$ cat config.mk
export PLATFORM = sky130hd
export DESIGN_NAME = tape_code_block_framer_top
export DESIGN_NICKNAME = d
export VERILOG_FILES = /design/src/design/tcbf_pkg.sv /design/src/design/tape_code_block_framer_top.sv
export SDC_FILE = /design/constraint.sdc
export NUM_CORES = 1
export LEC_CHECK = 0
export BUFFER_PORTS_ARGS = -buffer_cell sky130_fd_sc_hd__buf_2
export CAP_MARGIN = 40
export CELL_PAD_IN_SITES_DETAIL_PLACEMENT = 1
export CELL_PAD_IN_SITES_GLOBAL_PLACEMENT = 2
export CORE_MARGIN = 8
export CORE_UTILIZATION = 38
export DETAILED_ROUTE_END_ITERATION = 8
export PLACE_DENSITY_LB_ADDON = 0.1
export SLEW_MARGIN = 20
export SYNTH_ARGS = -nofsm -noshare
export SYNTH_HDL_FRONTEND = slang
export SYNTH_SLANG_ARGS = --single-unit
$ cat constraint.sdc
create_clock -name clk_i -period 4.2 [get_ports clk_i]
set_input_delay 0.63 -clock clk_i [delete_from_list [all_inputs] [get_ports clk_i]]
set_output_delay 0.63 -clock clk_i [all_outputs]
set_load 0.02 [all_outputs]
$ cat src/design/tcbf_pkg.sv
// Shared constants and helpers for the tape code block framer.
// Holds the fixed header bytes, result positions and config register indexes.
// No dependencies.
`default_nettype none

package tcbf_pkg;

  localparam int unsigned IdxW = 5;
  localparam int unsigned CfgIdxW = 1;

  // config register indexes
  localparam logic [CfgIdxW-1:0] CFG_CODE_SIZE = 1'b0;
  localparam logic [CfgIdxW-1:0] CFG_LOAD_ADDR = 1'b1;

  localparam logic [15:0] LOAD_ADDR_RST = 16'h8000;

  localparam logic [7:0] BLOCK_ID     = 8'h10;
  localparam logic [7:0] PAUSE_LO     = 8'hE8;
  localparam logic [7:0] PAUSE_HI     = 8'h03;
  localparam logic [7:0] HDR_LEN_LO   = 8'h13;
  localparam logic [7:0] HDR_TYPE     = 8'h03;
  localparam logic [7:0] HDR_PARAM_HI = 8'h80;
  localparam logic [7:0] FLAG_DATA    = 8'hFF;

  localparam logic [7:0] NAME_CHARS [10] = '{
    8'h73, 8'h64, 8'h63, 8'h63, 8'h20, 8'h67, 8'h61, 8'h79, 8'h20, 8'h20
  };

  // positions of the variable bytes in the start sequence
  localparam logic [IdxW-1:0] POS_SIZE_LO = 5'd17;
  localparam logic [IdxW-1:0] POS_SIZE_HI = 5'd18;
  localparam logic [IdxW-1:0] POS_ADDR_LO = 5'd19;
  localparam logic [IdxW-1:0] POS_ADDR_HI = 5'd20;
  localparam logic [IdxW-1:0] POS_HDR_SUM = 5'd23;
  localparam logic [IdxW-1:0] POS_DLEN_LO = 5'd27;
  localparam logic [IdxW-1:0] POS_DLEN_HI = 5'd28;
  localparam logic [IdxW-1:0] POS_PFX_END = 5'd29;
  localparam logic [IdxW-1:0] POS_EMPTY_SUM = 5'd30;

  // XOR of the fixed header bytes covered by the header checksum
  function automatic logic [7:0] hdr_const_sum();
    logic [7:0] s;
    s = HDR_TYPE ^ HDR_PARAM_HI;
    for (int i = 0; i < 10; i++) begin
      s = s ^ NAME_CHARS[i];
    end
    return s;
  endfunction

  localparam logic [7:0] HDR_SUM_CONST = hdr_const_sum();

  // fixed bytes of the start sequence; variable positions return zero
  function automatic logic [7:0] start_byte(input logic [IdxW-1:0] idx);
    logic [7:0] b;
    b = 8'h00;
    case (idx)
      5'd0, 5'd24: b = BLOCK_ID;
      5'd1, 5'd25: b = PAUSE_LO;
      5'd2, 5'd26: b = PAUSE_HI;
      5'd3:        b = HDR_LEN_LO;
      5'd6:        b = HDR_TYPE;
      5'd7:        b = NAME_CHARS[0];
      5'd8:        b = NAME_CHARS[1];
      5'd9:        b = NAME_CHARS[2];
      5'd10:       b = NAME_CHARS[3];
      5'd11:       b = NAME_CHARS[4];
      5'd12:       b = NAME_CHARS[5];
      5'd13:       b = NAME_CHARS[6];
      5'd14:       b = NAME_CHARS[7];
      5'd15:       b = NAME_CHARS[8];
      5'd16:       b = NAME_CHARS[9];
      5'd22:       b = HDR_PARAM_HI;
      5'd29, 5'd30: b = FLAG_DATA;
      default:     b = 8'h00;
    endcase
    return b;
  endfunction

endpackage

`default_nettype wire

$ cat src/design/tape_code_block_framer_top.sv
// Tape code block framer: top level.
// Uses tcbf_pkg for the fixed header bytes and register indexes.
//
// Usage:
//   Input channel (in_valid_i / in_stall_o) carries action_i and code_byte_i.
//   action_i = 0 starts a frame and yields 30 bytes (header block plus data
//   prefix), or 31 when code_size is 0 (checksum 0xFF closes it at once).
//   action_i = 1 passes one code byte; the byte that completes code_size is
//   followed by the data checksum with frame_done_o set. A byte outside a
//   frame yields one result with status_o set and out_byte_o zero.
//   Output channel (out_valid_o / out_stall_i) gives one byte per transaction;
//   run_last_o marks the final byte of each input transaction.
//   The first result passes through the input register, then the output register.
//   The byte sequencer gives one result per cycle while the output register is free;
//   a code byte yields 1 result (2 when it closes the frame), a start 30 or 31.
//   The input register is freed in the cycle its last result moves to the
//   output register, so a new item is taken while results wait to be taken.
//   Stall on the output holds the output register and, once the sequencer
//   catches up, backs up into in_stall_o.
//   Reset clears the channels, closes any frame, sets code_size to 0 and
//   load_address to 0x8000. Write config only while the block is idle.
`default_nettype none

module tape_code_block_framer_top (
  input  wire logic        clk_i,
  input  wire logic        rst_ni,
  input  wire logic        in_valid_i,
  output      logic        in_stall_o,
  input  wire logic        action_i,
  input  wire logic [7:0]  code_byte_i,
  output      logic        out_valid_o,
  input  wire logic        out_stall_i,
  output      logic [7:0]  out_byte_o,
  output      logic        run_last_o,
  output      logic        frame_done_o,
  output      logic        status_o,
  input  wire logic        cfg_we_i,
  input  wire logic [tcbf_pkg::CfgIdxW-1:0] cfg_index_i,
  input  wire logic [15:0] cfg_wdata_i
);

  logic [15:0] code_size_q;
  logic [15:0] load_addr_q;
  logic [7:0]  run_xor_q, run_xor_d;
  logic [15:0] seen_q, seen_d;
  logic        in_frame_q, in_frame_d;

  logic        in_valid_q;
  logic        in_action_q;
  logic [7:0]  in_byte_q;
  logic [tcbf_pkg::IdxW-1:0] idx_q;

  logic        out_valid_q;
  logic [7:0]  out_byte_q, res_byte;
  logic        out_last_q, res_last;
  logic        out_done_q, res_done;
  logic        out_status_q, res_status;

  logic        out_free, emit, consume, in_load;
  logic        size_zero, closes;
  logic [15:0] seen_inc, dlen;
  logic [7:0]  hdr_sum;

  assign out_free   = !out_valid_q || !out_stall_i;
  assign emit       = in_valid_q && out_free;
  assign consume    = emit && res_last;
  assign in_stall_o = in_valid_q && !consume;
  assign in_load    = in_valid_i && !in_stall_o;

  assign size_zero = (code_size_q == 16'd0);
  assign seen_inc  = seen_q + 16'd1;
  assign closes    = (seen_inc >= code_size_q);
  assign dlen      = code_size_q + 16'd2;
  assign hdr_sum   = tcbf_pkg::HDR_SUM_CONST ^ code_size_q[7:0] ^ code_size_q[15:8]
                   ^ load_addr_q[7:0] ^ load_addr_q[15:8];

  // result for the current position of the item in the input register
  always_comb begin
    res_byte   = 8'h00;
    res_last   = 1'b0;
    res_done   = 1'b0;
    res_status = 1'b0;
    run_xor_d  = run_xor_q;
    seen_d     = seen_q;
    in_frame_d = in_frame_q;
    if (!in_action_q) begin
      case (idx_q)
        tcbf_pkg::POS_SIZE_LO: res_byte = code_size_q[7:0];
        tcbf_pkg::POS_SIZE_HI: res_byte = code_size_q[15:8];
        tcbf_pkg::POS_ADDR_LO: res_byte = load_addr_q[7:0];
        tcbf_pkg::POS_ADDR_HI: res_byte = load_addr_q[15:8];
        tcbf_pkg::POS_HDR_SUM: res_byte = hdr_sum;
        tcbf_pkg::POS_DLEN_LO: res_byte = dlen[7:0];
        tcbf_pkg::POS_DLEN_HI: res_byte = dlen[15:8];
        default:               res_byte = tcbf_pkg::start_byte(idx_q);
      endcase
      res_last   = size_zero ? (idx_q == tcbf_pkg::POS_EMPTY_SUM)
                             : (idx_q == tcbf_pkg::POS_PFX_END);
      res_done   = (idx_q == tcbf_pkg::POS_EMPTY_SUM);
      run_xor_d  = tcbf_pkg::FLAG_DATA;
      seen_d     = 16'd0;
      in_frame_d = !size_zero;
    end else if (!in_frame_q) begin
      res_last   = 1'b1;
      res_status = 1'b1;
    end else begin
      if (idx_q == '0) begin
        res_byte = in_byte_q;
        res_last = !closes;
      end else begin
        res_byte = run_xor_q ^ in_byte_q;
        res_last = 1'b1;
        res_done = 1'b1;
      end
      run_xor_d  = run_xor_q ^ in_byte_q;
      seen_d     = seen_inc;
      in_frame_d = !closes;
    end
  end

  // config registers
  always_ff @(posedge clk_i or negedge rst_ni) begin
    if (!rst_ni) begin
      code_size_q <= 16'd0;
      load_addr_q <= tcbf_pkg::LOAD_ADDR_RST;
    end else if (cfg_we_i) begin
      unique case (cfg_index_i)
        tcbf_pkg::CFG_CODE_SIZE: code_size_q <= cfg_wdata_i;
        tcbf_pkg::CFG_LOAD_ADDR: load_addr_q <= cfg_wdata_i;
        default: ;
      endcase
    end
  end

  // frame state and sequencer position
  always_ff @(posedge clk_i or negedge rst_ni) begin
    if (!rst_ni) begin
      run_xor_q  <= tcbf_pkg::FLAG_DATA;
      seen_q     <= 16'd0;
      in_frame_q <= 1'b0;
      idx_q      <= '0;
      in_valid_q <= 1'b0;
    end else begin
      if (consume) begin
        run_xor_q  <= run_xor_d;
        seen_q     <= seen_d;
        in_frame_q <= in_frame_d;
        idx_q      <= '0;
      end else if (emit) begin
        idx_q <= idx_q + 1'b1;
      end
      if (in_load) begin
        in_valid_q <= 1'b1;
      end else if (consume) begin
        in_valid_q <= 1'b0;
      end
    end
  end

  always_ff @(posedge clk_i) begin
    if (in_load) begin
      in_action_q <= action_i;
      in_byte_q   <= code_byte_i;
    end
  end

  // output register: load on emit, drop once taken
  always_ff @(posedge clk_i or negedge rst_ni) begin
    if (!rst_ni) begin
      out_valid_q <= 1'b0;
    end else if (emit) begin
      out_valid_q <= 1'b1;
    end else if (!out_stall_i) begin
      out_valid_q <= 1'b0;
    end
  end

  always_ff @(posedge clk_i) begin
    if (emit) begin
      out_byte_q   <= res_byte;
      out_last_q   <= res_last;
      out_done_q   <= res_done;
      out_status_q <= res_status;
    end
  end

  assign out_valid_o  = out_valid_q;
  assign out_byte_o   = out_byte_q;
  assign run_last_o   = out_last_q;
  assign frame_done_o = out_done_q;
  assign status_o     = out_status_q;

endmodule

`default_nettype wire

## Yosys cells after proc, flatten, opt, wreduce, memory -nomap -nowiden

Memory sizes are Yosys's and may differ from the RTL's.
Index checks and enable logic that the tools add are counted.

- Bitwise logic cells: 6
- Add/subtract/negate cells: 3
- Order comparisons: 1
- Mux-type cells: 24
- Reductions and logical operators: 18
- Equal/unequal tests: 11

Operators with widths:

| kind | count |
|---|---|
| $pmux W8 S7 | 1 |
| $eq A5 B5 Y1 const B | 9 |
| $mux W8 | 5 |
| $mux W16 | 2 |
| $xor A8 B8 Y8 | 4 |
| $add A16 B1 Y16 const B | 1 |
| $add A16 B2 Y16 const B | 1 |
| $ge A16 B16 Y1 | 1 |
| $logic_not A16 Y1 | 1 |
| $mux W1 | 14 |
| $mux W5 | 2 |
| $logic_not A1 Y1 | 6 |
| $reduce_and A2 Y1 | 3 |
| $add A5 B1 Y5 const B | 1 |
| $logic_not A5 Y1 | 1 |
| $not A5 Y5 | 1 |
| $logic_and A1 B1 Y1 | 4 |
| $reduce_bool A2 Y1 | 2 |
| $ne A2 B1 Y1 const B | 1 |
| $ne A2 B2 Y1 const B | 1 |
| $logic_or A1 B1 Y1 | 1 |
| $not A1 Y1 | 1 |

- Output and inout bits: 13
- Memories: 1
- Input port bits: 31
- Logic and storage cells: 78
- Flip-flop bits (word level): 84
- Memory bits (read-only): 256

Memories:

| memory | words | width | read ports | clocked after memory_dff | wr ports | line | RTL |
|---|---|---|---|---|---|---|---|
| (name not given) | 32 | 8 | 1 | 0 | 0 | tcbf_pkg.sv:56 | `case (idx)` |

## Logic depth before layout (Yosys ltp)

Gate-level depths: netlist of run 1.

- Depth in word-level cells: 12
- Gate-level depth with buffers: 15
- Depth with buffers taken out: 14

## Worst setup path after synthesis of run 1

No wires, ideal clock.

- Path kind: register to register
- From: register seen_q[0]
- To: register in_action_q (enable)
- Path buffers: 0
- Clock period less this slack: 3.856 ns
- Arrival: 3.481 ns
- Setup time: 0.375 ns
- Required time: 3.825 ns
- Path slack: 0.344 ns
- Stages on the path, launching flop included: 14
- Cell sequence: dfrtp_1 > ha_1 > nand3_1 > or2_2 > nor3_1 > xor2_1 > ha_1 > a21oi_1 > a21boi_1 > a2111oi_1 > o21ai_2 > a21o_4 > and2_1 > nor2b_1

- Cells in the longest elaborated chain, start to end: 11

Ends and longest elaborated chain:

| item | line | RTL |
|---|---|---|
| start, declared | tape_code_block_framer_top.sv:45 | `logic [15:0] seen_q, seen_d;` |
| start signal, assigned | tape_code_block_framer_top.sv:146 | `seen_q <= seen_d;` |
| $add A16 B1 Y16 | tape_code_block_framer_top.sv:71 | `assign seen_inc = seen_q + 16'd1;` |
| $ge A16 B16 Y1 | tape_code_block_framer_top.sv:72 | `assign closes = (seen_inc >= code_size_q);` |
| $logic_not A1 Y1 | tape_code_block_framer_top.sv:109 | `res_last = !closes;` |
| $mux W1 | tape_code_block_framer_top.sv:107 | `if (idx_q == '0) begin` |
| $mux W1 | tape_code_block_framer_top.sv:103 | `end else if (!in_frame_q) begin` |
| $mux W1 | tape_code_block_framer_top.sv:86 | `if (!in_action_q) begin` |
| $logic_and A1 B1 Y1 | tape_code_block_framer_top.sv:66 | `assign consume = emit && res_last;` |
| $logic_not A1 Y1 | tape_code_block_framer_top.sv:67 | `assign in_stall_o = in_valid_q && !consume;` |
| $logic_and A1 B1 Y1 | tape_code_block_framer_top.sv:67 |  |
| named net in_stall_o | tape_code_block_framer_top.sv:28 | `output logic in_stall_o,` |
| $logic_not A1 Y1 | tape_code_block_framer_top.sv:68 | `assign in_load = in_valid_i && !in_stall_o;` |
| $logic_and A1 B1 Y1 | tape_code_block_framer_top.sv:68 |  |
| named net in_load | tape_code_block_framer_top.sv:59 | `logic out_free, emit, consume, in_load;` |
| end signal, assigned | tape_code_block_framer_top.sv:162 | `in_action_q <= action_i;` |
| end, declared | tape_code_block_framer_top.sv:49 | `logic in_action_q;` |

The timed path passes the listed nets, and every way through them passes these cells.
A chain may end at the register's enable or synchronous reset.

## Final worst setup path of run 1

- From: register seen_q[0]
- To: output port in_stall_o

- Cells in the longest elaborated chain, start to end: 9

Ends and longest elaborated chain:

| item | line |
|---|---|
| $add A16 B1 Y16 | tape_code_block_framer_top.sv:71 |
| $ge A16 B16 Y1 | tape_code_block_framer_top.sv:72 |
| $logic_not A1 Y1 | tape_code_block_framer_top.sv:109 |
| $mux W1 | tape_code_block_framer_top.sv:107 |
| $mux W1 | tape_code_block_framer_top.sv:103 |
| $mux W1 | tape_code_block_framer_top.sv:86 |
| $logic_and A1 B1 Y1 | tape_code_block_framer_top.sv:66 |
| $logic_not A1 Y1 | tape_code_block_framer_top.sv:67 |
| $logic_and A1 B1 Y1 | tape_code_block_framer_top.sv:67 |
| end, declared | tape_code_block_framer_top.sv:28 |

Every way passes these cells.

==> flow_summary.ini, run 1 <==
[setup_path]
cp-end-kind = output port
cp.arrival_ps = 3410
path_max_fanout = 7
crit_chain = ha_2, nand3_1, or2_2, nor3_2, xor2_1, ha_1, and4_1, a2111oi_4, o21ai_2, a21o_4, and2_1, buf_2
crit_family = simple AND/OR/NAND/NOR gates
cp.required_ps = 3570
max_stage_delay_ps = 430
criticalPathCategory = reg -> out
critPathSlowestCell = dfrtp_2
critPathLaunchType = flip-flop
crit_buf_inv = 1

[synth]
synth_edf_count = 20
yosys.area_share.simple_pct = 16.9
synth_most_common_cell = nand2_1
synth.mux.area_fraction_pct = 3.79
yosysWarnings = 0
synth_compound_area_share_pct = 19.4
ys_async_sr_fraction_pct = 76.2
yosysSeqAreaShare_pct = 41.7
synthesis.area_um2 = 5310
synth_cell_types = 60
synthTopCellsByCount = nand2_1 (73), dfrtp_1 (55), o21ai_0 (39), xnor2_1 (36)
yosys.area_share.xor_xnor_pct = 8.57
yosys.area.top_type_share_pct = 25.9
synth_cells = 570
synth-seq-cells = 84
synthTopCellsByArea = dfrtp_1 (26%), edfxtp_1 (11%), xnor2_1 (5.9%)
syn_nets = 625
synth_top_family_by_area = compound AO/OA/AOI/OAI gates
synth_area_leader_cell = dfrtp_1
yosys.area_share.adder_pct = 5.65
post_synth.cell_area_avg_um2 = 9.32
synthFlopType = dfrtp_1

[finish]
drive_gt1_share_pct = 19.8
finalNonFillerCells = 801
nNetsFinal = 671
antenna_cells = 0
areaGrowthSynthToFinish_pct = 15.7
fillers = 1609

[power]
leakage_nw = 2.48
cellPowerDensity_nw_per_um2 = 567
finalPower_mw = 3.48
ir_worst_vdd_mv = 0.193

[drt]
vias = 4627
viasPerCell = 5.78
first_pass_iters = 5
ant_nets = 0
avgRoutedWirePerCell_um = 21.0
wl_um = 16800
drt_iter0_markers = 260
drc_errors = 0

[place]
dp_hpwl_um = 12600
detailedPlace.worstSlack_ps = 215
gp_congestion = 0.881
dp_cells = 780
portBuffers = 43

[floorplanning]
die_h_um = 134
initial_core_util_pct = 38.6
rows = 43
dieWidth_um = 134
io_pins = 44
die_area_um2 = 18000
core_region_area_um2 = 13800

[timing]
clock_skew_ps = 9.98
post-route-min-period_ps = 4040
slew_headroom_pct = 50.5
drv_slew = 0
max_freq_mhz = 248
final-setup-viol-count = 0
tightest_slew_ps = 741
hold_viol = 0
setup_ws_ps = 162
fin_crit_sh_pct = 96.1
hold_slack_ps = 282

[clock_tree]
clk_pin_slew_ps = 70
clock_tree.buffer_depth = 2
cts_sinks = 84
cts_hold_buf = 0
clk_latency_ps = 350
root_buffer = clkbuf_16
cts_buffers = 9
htree_levels = 3
cts_tree = built

[status]
status = completed

[global_routing]
overflow = 0
grt_max_degree = 40
grt.total_usage_pct = 19.2
antenna_found_initial = 0
grt_pass1_vias = 4873
grt_pass1_wl_um = 27000

[hold_path]
hold_class = in -> async

[run]
drv_cap = 0
==> layout by cell type, fill, tap and decap left out, drive strengths merged, types with 9 or more instances in the layout <==
cell / instances
edfxtp: 20
inv: 27
nor3: 13
xnor2: 36
o21ai: 43
xor2: 16
buf: 62
a31oi: 10
dfrtp: 55
nand4: 10
ha: 24
nand3: 30
nor2: 22
nand2: 73
o22ai: 10
clkbuf: 13
dfstp: 9
mux2: 17
a21oi: 31
a22oi: 9
==> report_power, final <==
| group | switching, mW | internal (mW) |
|---|---|---|
| Sequential | 0.214 | 1.08 |
| Combinational | 0.827 | 0.533 |
| Clock | 0.344 | 0.480 |
==> metal layers <==
metal / up-vias / global-route usage, % / share of wire (%)
met3: 17 / 2.99 / 3.8
met5: - / 0 / 0
met2: 85 / 31.9 / 49
met4: 0 / 6.99 / 1.7
met1: 2346 / 24.8 / 46
li1: 2179 / - / -
==> metrics by stage <==
| stage | instance area (um^2) | utilization (%) | TNS [ps] |
|---|---|---|---|
| 3_3_place_gp | 5730 | 41.6 | 0 |
| 2_1_floorplan | 5310 | - | 0 |
| 6_report | 6150 | 44.6 | 0 |
| 4_1_cts | 6070 | 44.1 | 0 |
| 3_5_place_dp | 5750 | 41.7 | 0 |
| 5_1_grt | 6150 | 44.6 | -11.6 |
==> cell type report <==
| type | instances | area, um^2 | share of cell area (%) |
|---|---|---|---|
| multi-input combinational | 433 | 2960 | 48.1 |
| inverter | 26 | 97.6 | 1.59 |
| sequential | 84 | 2210 | 36.0 |
| timing repair buffer | 62 | 359 | 5.84 |
| clock inverter | 3 | 45.0 | 0.733 |
| tap | 180 | 225 | 3.66 |
| clock buffer | 13 | 250 | 4.07 |
==> registers in the layout (all words and copies together) (netlist names), 5 cells and up <==
name / cells
in_byte_q: 8
load_addr_q: 16
idx_q: 5
out_byte_o: 8
seen_q: 16
code_size_q: 16
run_xor_q: 8
==> worst paths after layout <==
kind	startpoint	end	slack, ps	depth (start not counted)
min reg2reg	in_byte_q[4]$_DFFE_PP_	run_xor_q[4]$_DFFE_PN1P_	480	1
min	rst_ni	load_addr_q[11]$_DFFE_PN0P_	280	1
max reg2reg	seen_q[0]$_DFFE_PN0P_	seen_q[10]$_DFFE_PN0P_	560	13
min in group clk_i	code_byte_i[0]	in_byte_q[0]$_DFFE_PP_	450	1
max	seen_q[0]$_DFFE_PN0P_	in_stall_o	160	12
max in group asynchronous	rst_ni	seen_q[0]$_DFFE_PN0P_	2920	2
==> logic make-up after synthesis <==
kind of cell | count (synthesis)
flip-flops | 84
adder cells (fa/ha/maj) | 24
AO/OA/AOI/OAI | 153
multiplexers | 18
XOR/XNOR | 52
buffers and inverters | 53
AND/OR/NAND/NOR | 186
==> timing repair <==
action / 4_1_cts / 5_1_grt
gates resized for setup: 2 / 11
pin swaps: 2 / 4
hold endpoints to repair: 0 / 0
setup endpoints to repair: 1 / 1
setup buffers: 3 / 2
(Power assumes the default switching activity.)
==> inputs of run 2 (changes only) <==
--- a/config.mk
+++ b/config.mk
@@ -10,8 +10,9 @@
 export CELL_PAD_IN_SITES_DETAIL_PLACEMENT = 1
 export CELL_PAD_IN_SITES_GLOBAL_PLACEMENT = 2
 export CORE_MARGIN = 8
-export CORE_UTILIZATION = 38
+export CORE_UTILIZATION = 34
 export DETAILED_ROUTE_END_ITERATION = 8
+export GPL_ROUTABILITY_DRIVEN = 0
 export PLACE_DENSITY_LB_ADDON = 0.1
 export SLEW_MARGIN = 20
 export SYNTH_ARGS = -nofsm -noshare
==> constraint.sdc (replaced) <==
create_clock -name clk_i -period 3.7 [get_ports clk_i]
set_input_delay 0.555 -clock clk_i [delete_from_list [all_inputs] [get_ports clk_i]]
set_output_delay 0.555 -clock clk_i [all_outputs]
set_load 0.02 [all_outputs]
==> flow_summary.ini, run 2 (synthesized netlist as in run 1, its figures left out) <==
[global_routing]
antenna_found_initial = 0
grt_pass1_vias = 4959
grt.total_usage_pct = 17.8
overflow = 0
grt_max_degree = 32
grt_pass1_wl_um = 27700

[setup_path]
reg2reg_depth = 16
crit_start = seen_q[2]$_DFFE_PN0P_
cpMostUsedCell = o21ai_2
cp.arrival_ps = 3180
criticalPathCategory = reg -> out
r2r_start = seen_q[2]$_DFFE_PN0P_
max_stage_delay_ps = 410
critPathLaunchType = flip-flop
cp-end-kind = output port
critPathSlowestCell = dfrtp_1
cp.required_ps = 3140
crit_chain = buf_4, nand2_1, nor2_1, nand4_1, xnor2_2, ha_1, a21oi_1, o21ai_2, a2111oi_4, o21ai_2, a21o_4, and2_4, buf_6
path_max_fanout = 6

[clock_tree]
htree_levels = 3
clk_latency_ps = 340
clk_pin_slew_ps = 70
root_buffer = clkbuf_16
cts_sinks = 84
clock_tree.buffer_depth = 2
cts_tree = built
cts_buffers = 9
cts_hold_buf = 0

[timing]
final-setup-viol-count = 1
max_freq_mhz = 268
fin_crit_sh_pct = 101
tightest_slew_ps = 802
fin_setup_tns_ps = -32.8
post-route-min-period_ps = 3730
hold_viol = 0
drv_slew = 0
grt_setup_unrepaired = yes
setup_ws_ps = -32.8
slew_headroom_pct = 46.4
clock_skew_ps = 6.90

[power]
finalPower_mw = 4.04
ir_worst_vdd_mv = 0.259
leakage_nw = 2.63
cellPowerDensity_nw_per_um2 = 623

[drt]
avgRoutedWirePerCell_um = 20.3
wl_um = 17300
ant_nets = 0
vias = 4669
first_pass_iters = 4
viasPerCell = 5.47
drc_errors = 0
drt_iter0_markers = 283

[status]
violations = negative setup slack
status = finished, violations left

[finish]
fillers = 1752
areaGrowthSynthToFinish_pct = 22.0
reg_top3 = code_size_q x16, load_addr_q x16, seen_q x16
nNetsFinal = 693
final_cell_mix = nand2_1 (73), dfrtp_1 (55), buf_2 (42), buf_4 (39), o21ai_0 (38)
drive_gt1_share_pct = 25.2
antenna_cells = 0
final_common_cell = nand2_1
fin_area_um2 = 6480

[floorplanning]
core_region_area_um2 = 15300
io_pins = 44
die_h_um = 141
initial_core_util_pct = 34.8
rows = 45
die_area_um2 = 19900
dieWidth_um = 141

[place]
portBuffers = 43
placed_cell_area_um2 = 5920
dp_hpwl_um = 13000

[run]
drv_cap = 0

[hold_path]
hold_class = in -> async
==> run 2: changes by cell type in the layout (fill, tap and decap cells not counted), moves of 2 or more <==
cell and delta:
clkbuf_1 -3, a21oi_1 -2, and2_1 -3, clkinvlp_4 +2, buf_12 +2, and2_4 +3
xnor2_1 -2, buf_2 -2, xnor2_2 +2, buf_4 +22
==> run 2: worst max-delay path: cells and delay by family, from the launching register on <==
family / cells / cell delay, ps
AOI/OAI and AO/OA: 5 / 990
xor gates and xnor gates: 1 / 190
adders and majority gates: 1 / 290
buffers and inverters: 2 / 290
DFF: 1 / 410
and+or+nand+nor: 4 / 660
==> run 2: power by group <==
| group | leakage [nW] | total (mW) | switching [mW] | internal [mW] |
|---|---|---|---|---|
| clock network | 0.142 | 0.925 | 0.418 | 0.506 |
| registers | 0.967 | 1.44 | 0.205 | 1.23 |
| logic | 1.52 | 1.68 | 1.00 | 0.678 |
| total | 2.63 | 4.04 | 1.63 | 2.41 |
==> run 2: final timing paths <==
| path | slack [ps] | to |
|---|---|---|
| max in group asynchronous | 2890 | run_xor_q[5]$_DFFE_PN1P_ |
| min in group clk_i | 380 | in_byte_q[5]$_DFFE_PP_ |
| setup / recovery | -30 | in_stall_o |
| setup reg to reg | 170 | in_byte_q[4]$_DFFE_PP_ |
| hold reg to reg | 480 | run_xor_q[4]$_DFFE_PN1P_ |
| hold / removal | 110 | idx_q[2]$_DFFE_PN0P_ |
==> run 2: timing repair <==
item                                    4_1_cts  5_1_grt
setup buffers                                 9        4
gates resized for setup                      23        9
pin swaps                                    14       11
endpoints found under the setup margin        4        1
==> run 2: per-layer routing <==
metal / global-route usage, % / part of all wire (%) / up-vias / routed length, um
met4: 4.13 / 0.92 / 0 / 160
li1: - / - / 2218 / -
met2: 30.4 / 50 / 80 / 8610
met5: 0 / 0 / - / 0
met1: 22.9 / 46 / 2361 / 7940
met3: 3.21 / 3.6 / 10 / 620
==> run 2: per-stage QoR <==
stage / hold slack (ps) / instances / utilization, % / setup slack [ps]
after floorplan: 259 / 570 / - / 23.5
after global placement: 475 / 824 / 38.6 / 68.4
after detailed placement: 484 / 825 / 38.8 / -22.3
after CTS: 113 / 850 / 41.9 / -44.4
after global routing: 119 / 854 / 42.5 / -205
final: 111 / 854 / 42.5 / -32.8
==> run 2: area by class of cell <==
cell class | instances | area, um^2 | share of cell area [%]
Clock buffer | 10 | 250 | 3.86
Clock inverter | 6 | 52.6 | 0.811
Inverter | 26 | 97.6 | 1.51
Multi-Input combinational cell | 433 | 3050 | 47.1
Sequential cell | 84 | 2210 | 34.1
Tap cell | 211 | 264 | 4.07
Timing Repair Buffer | 84 | 554 | 8.55
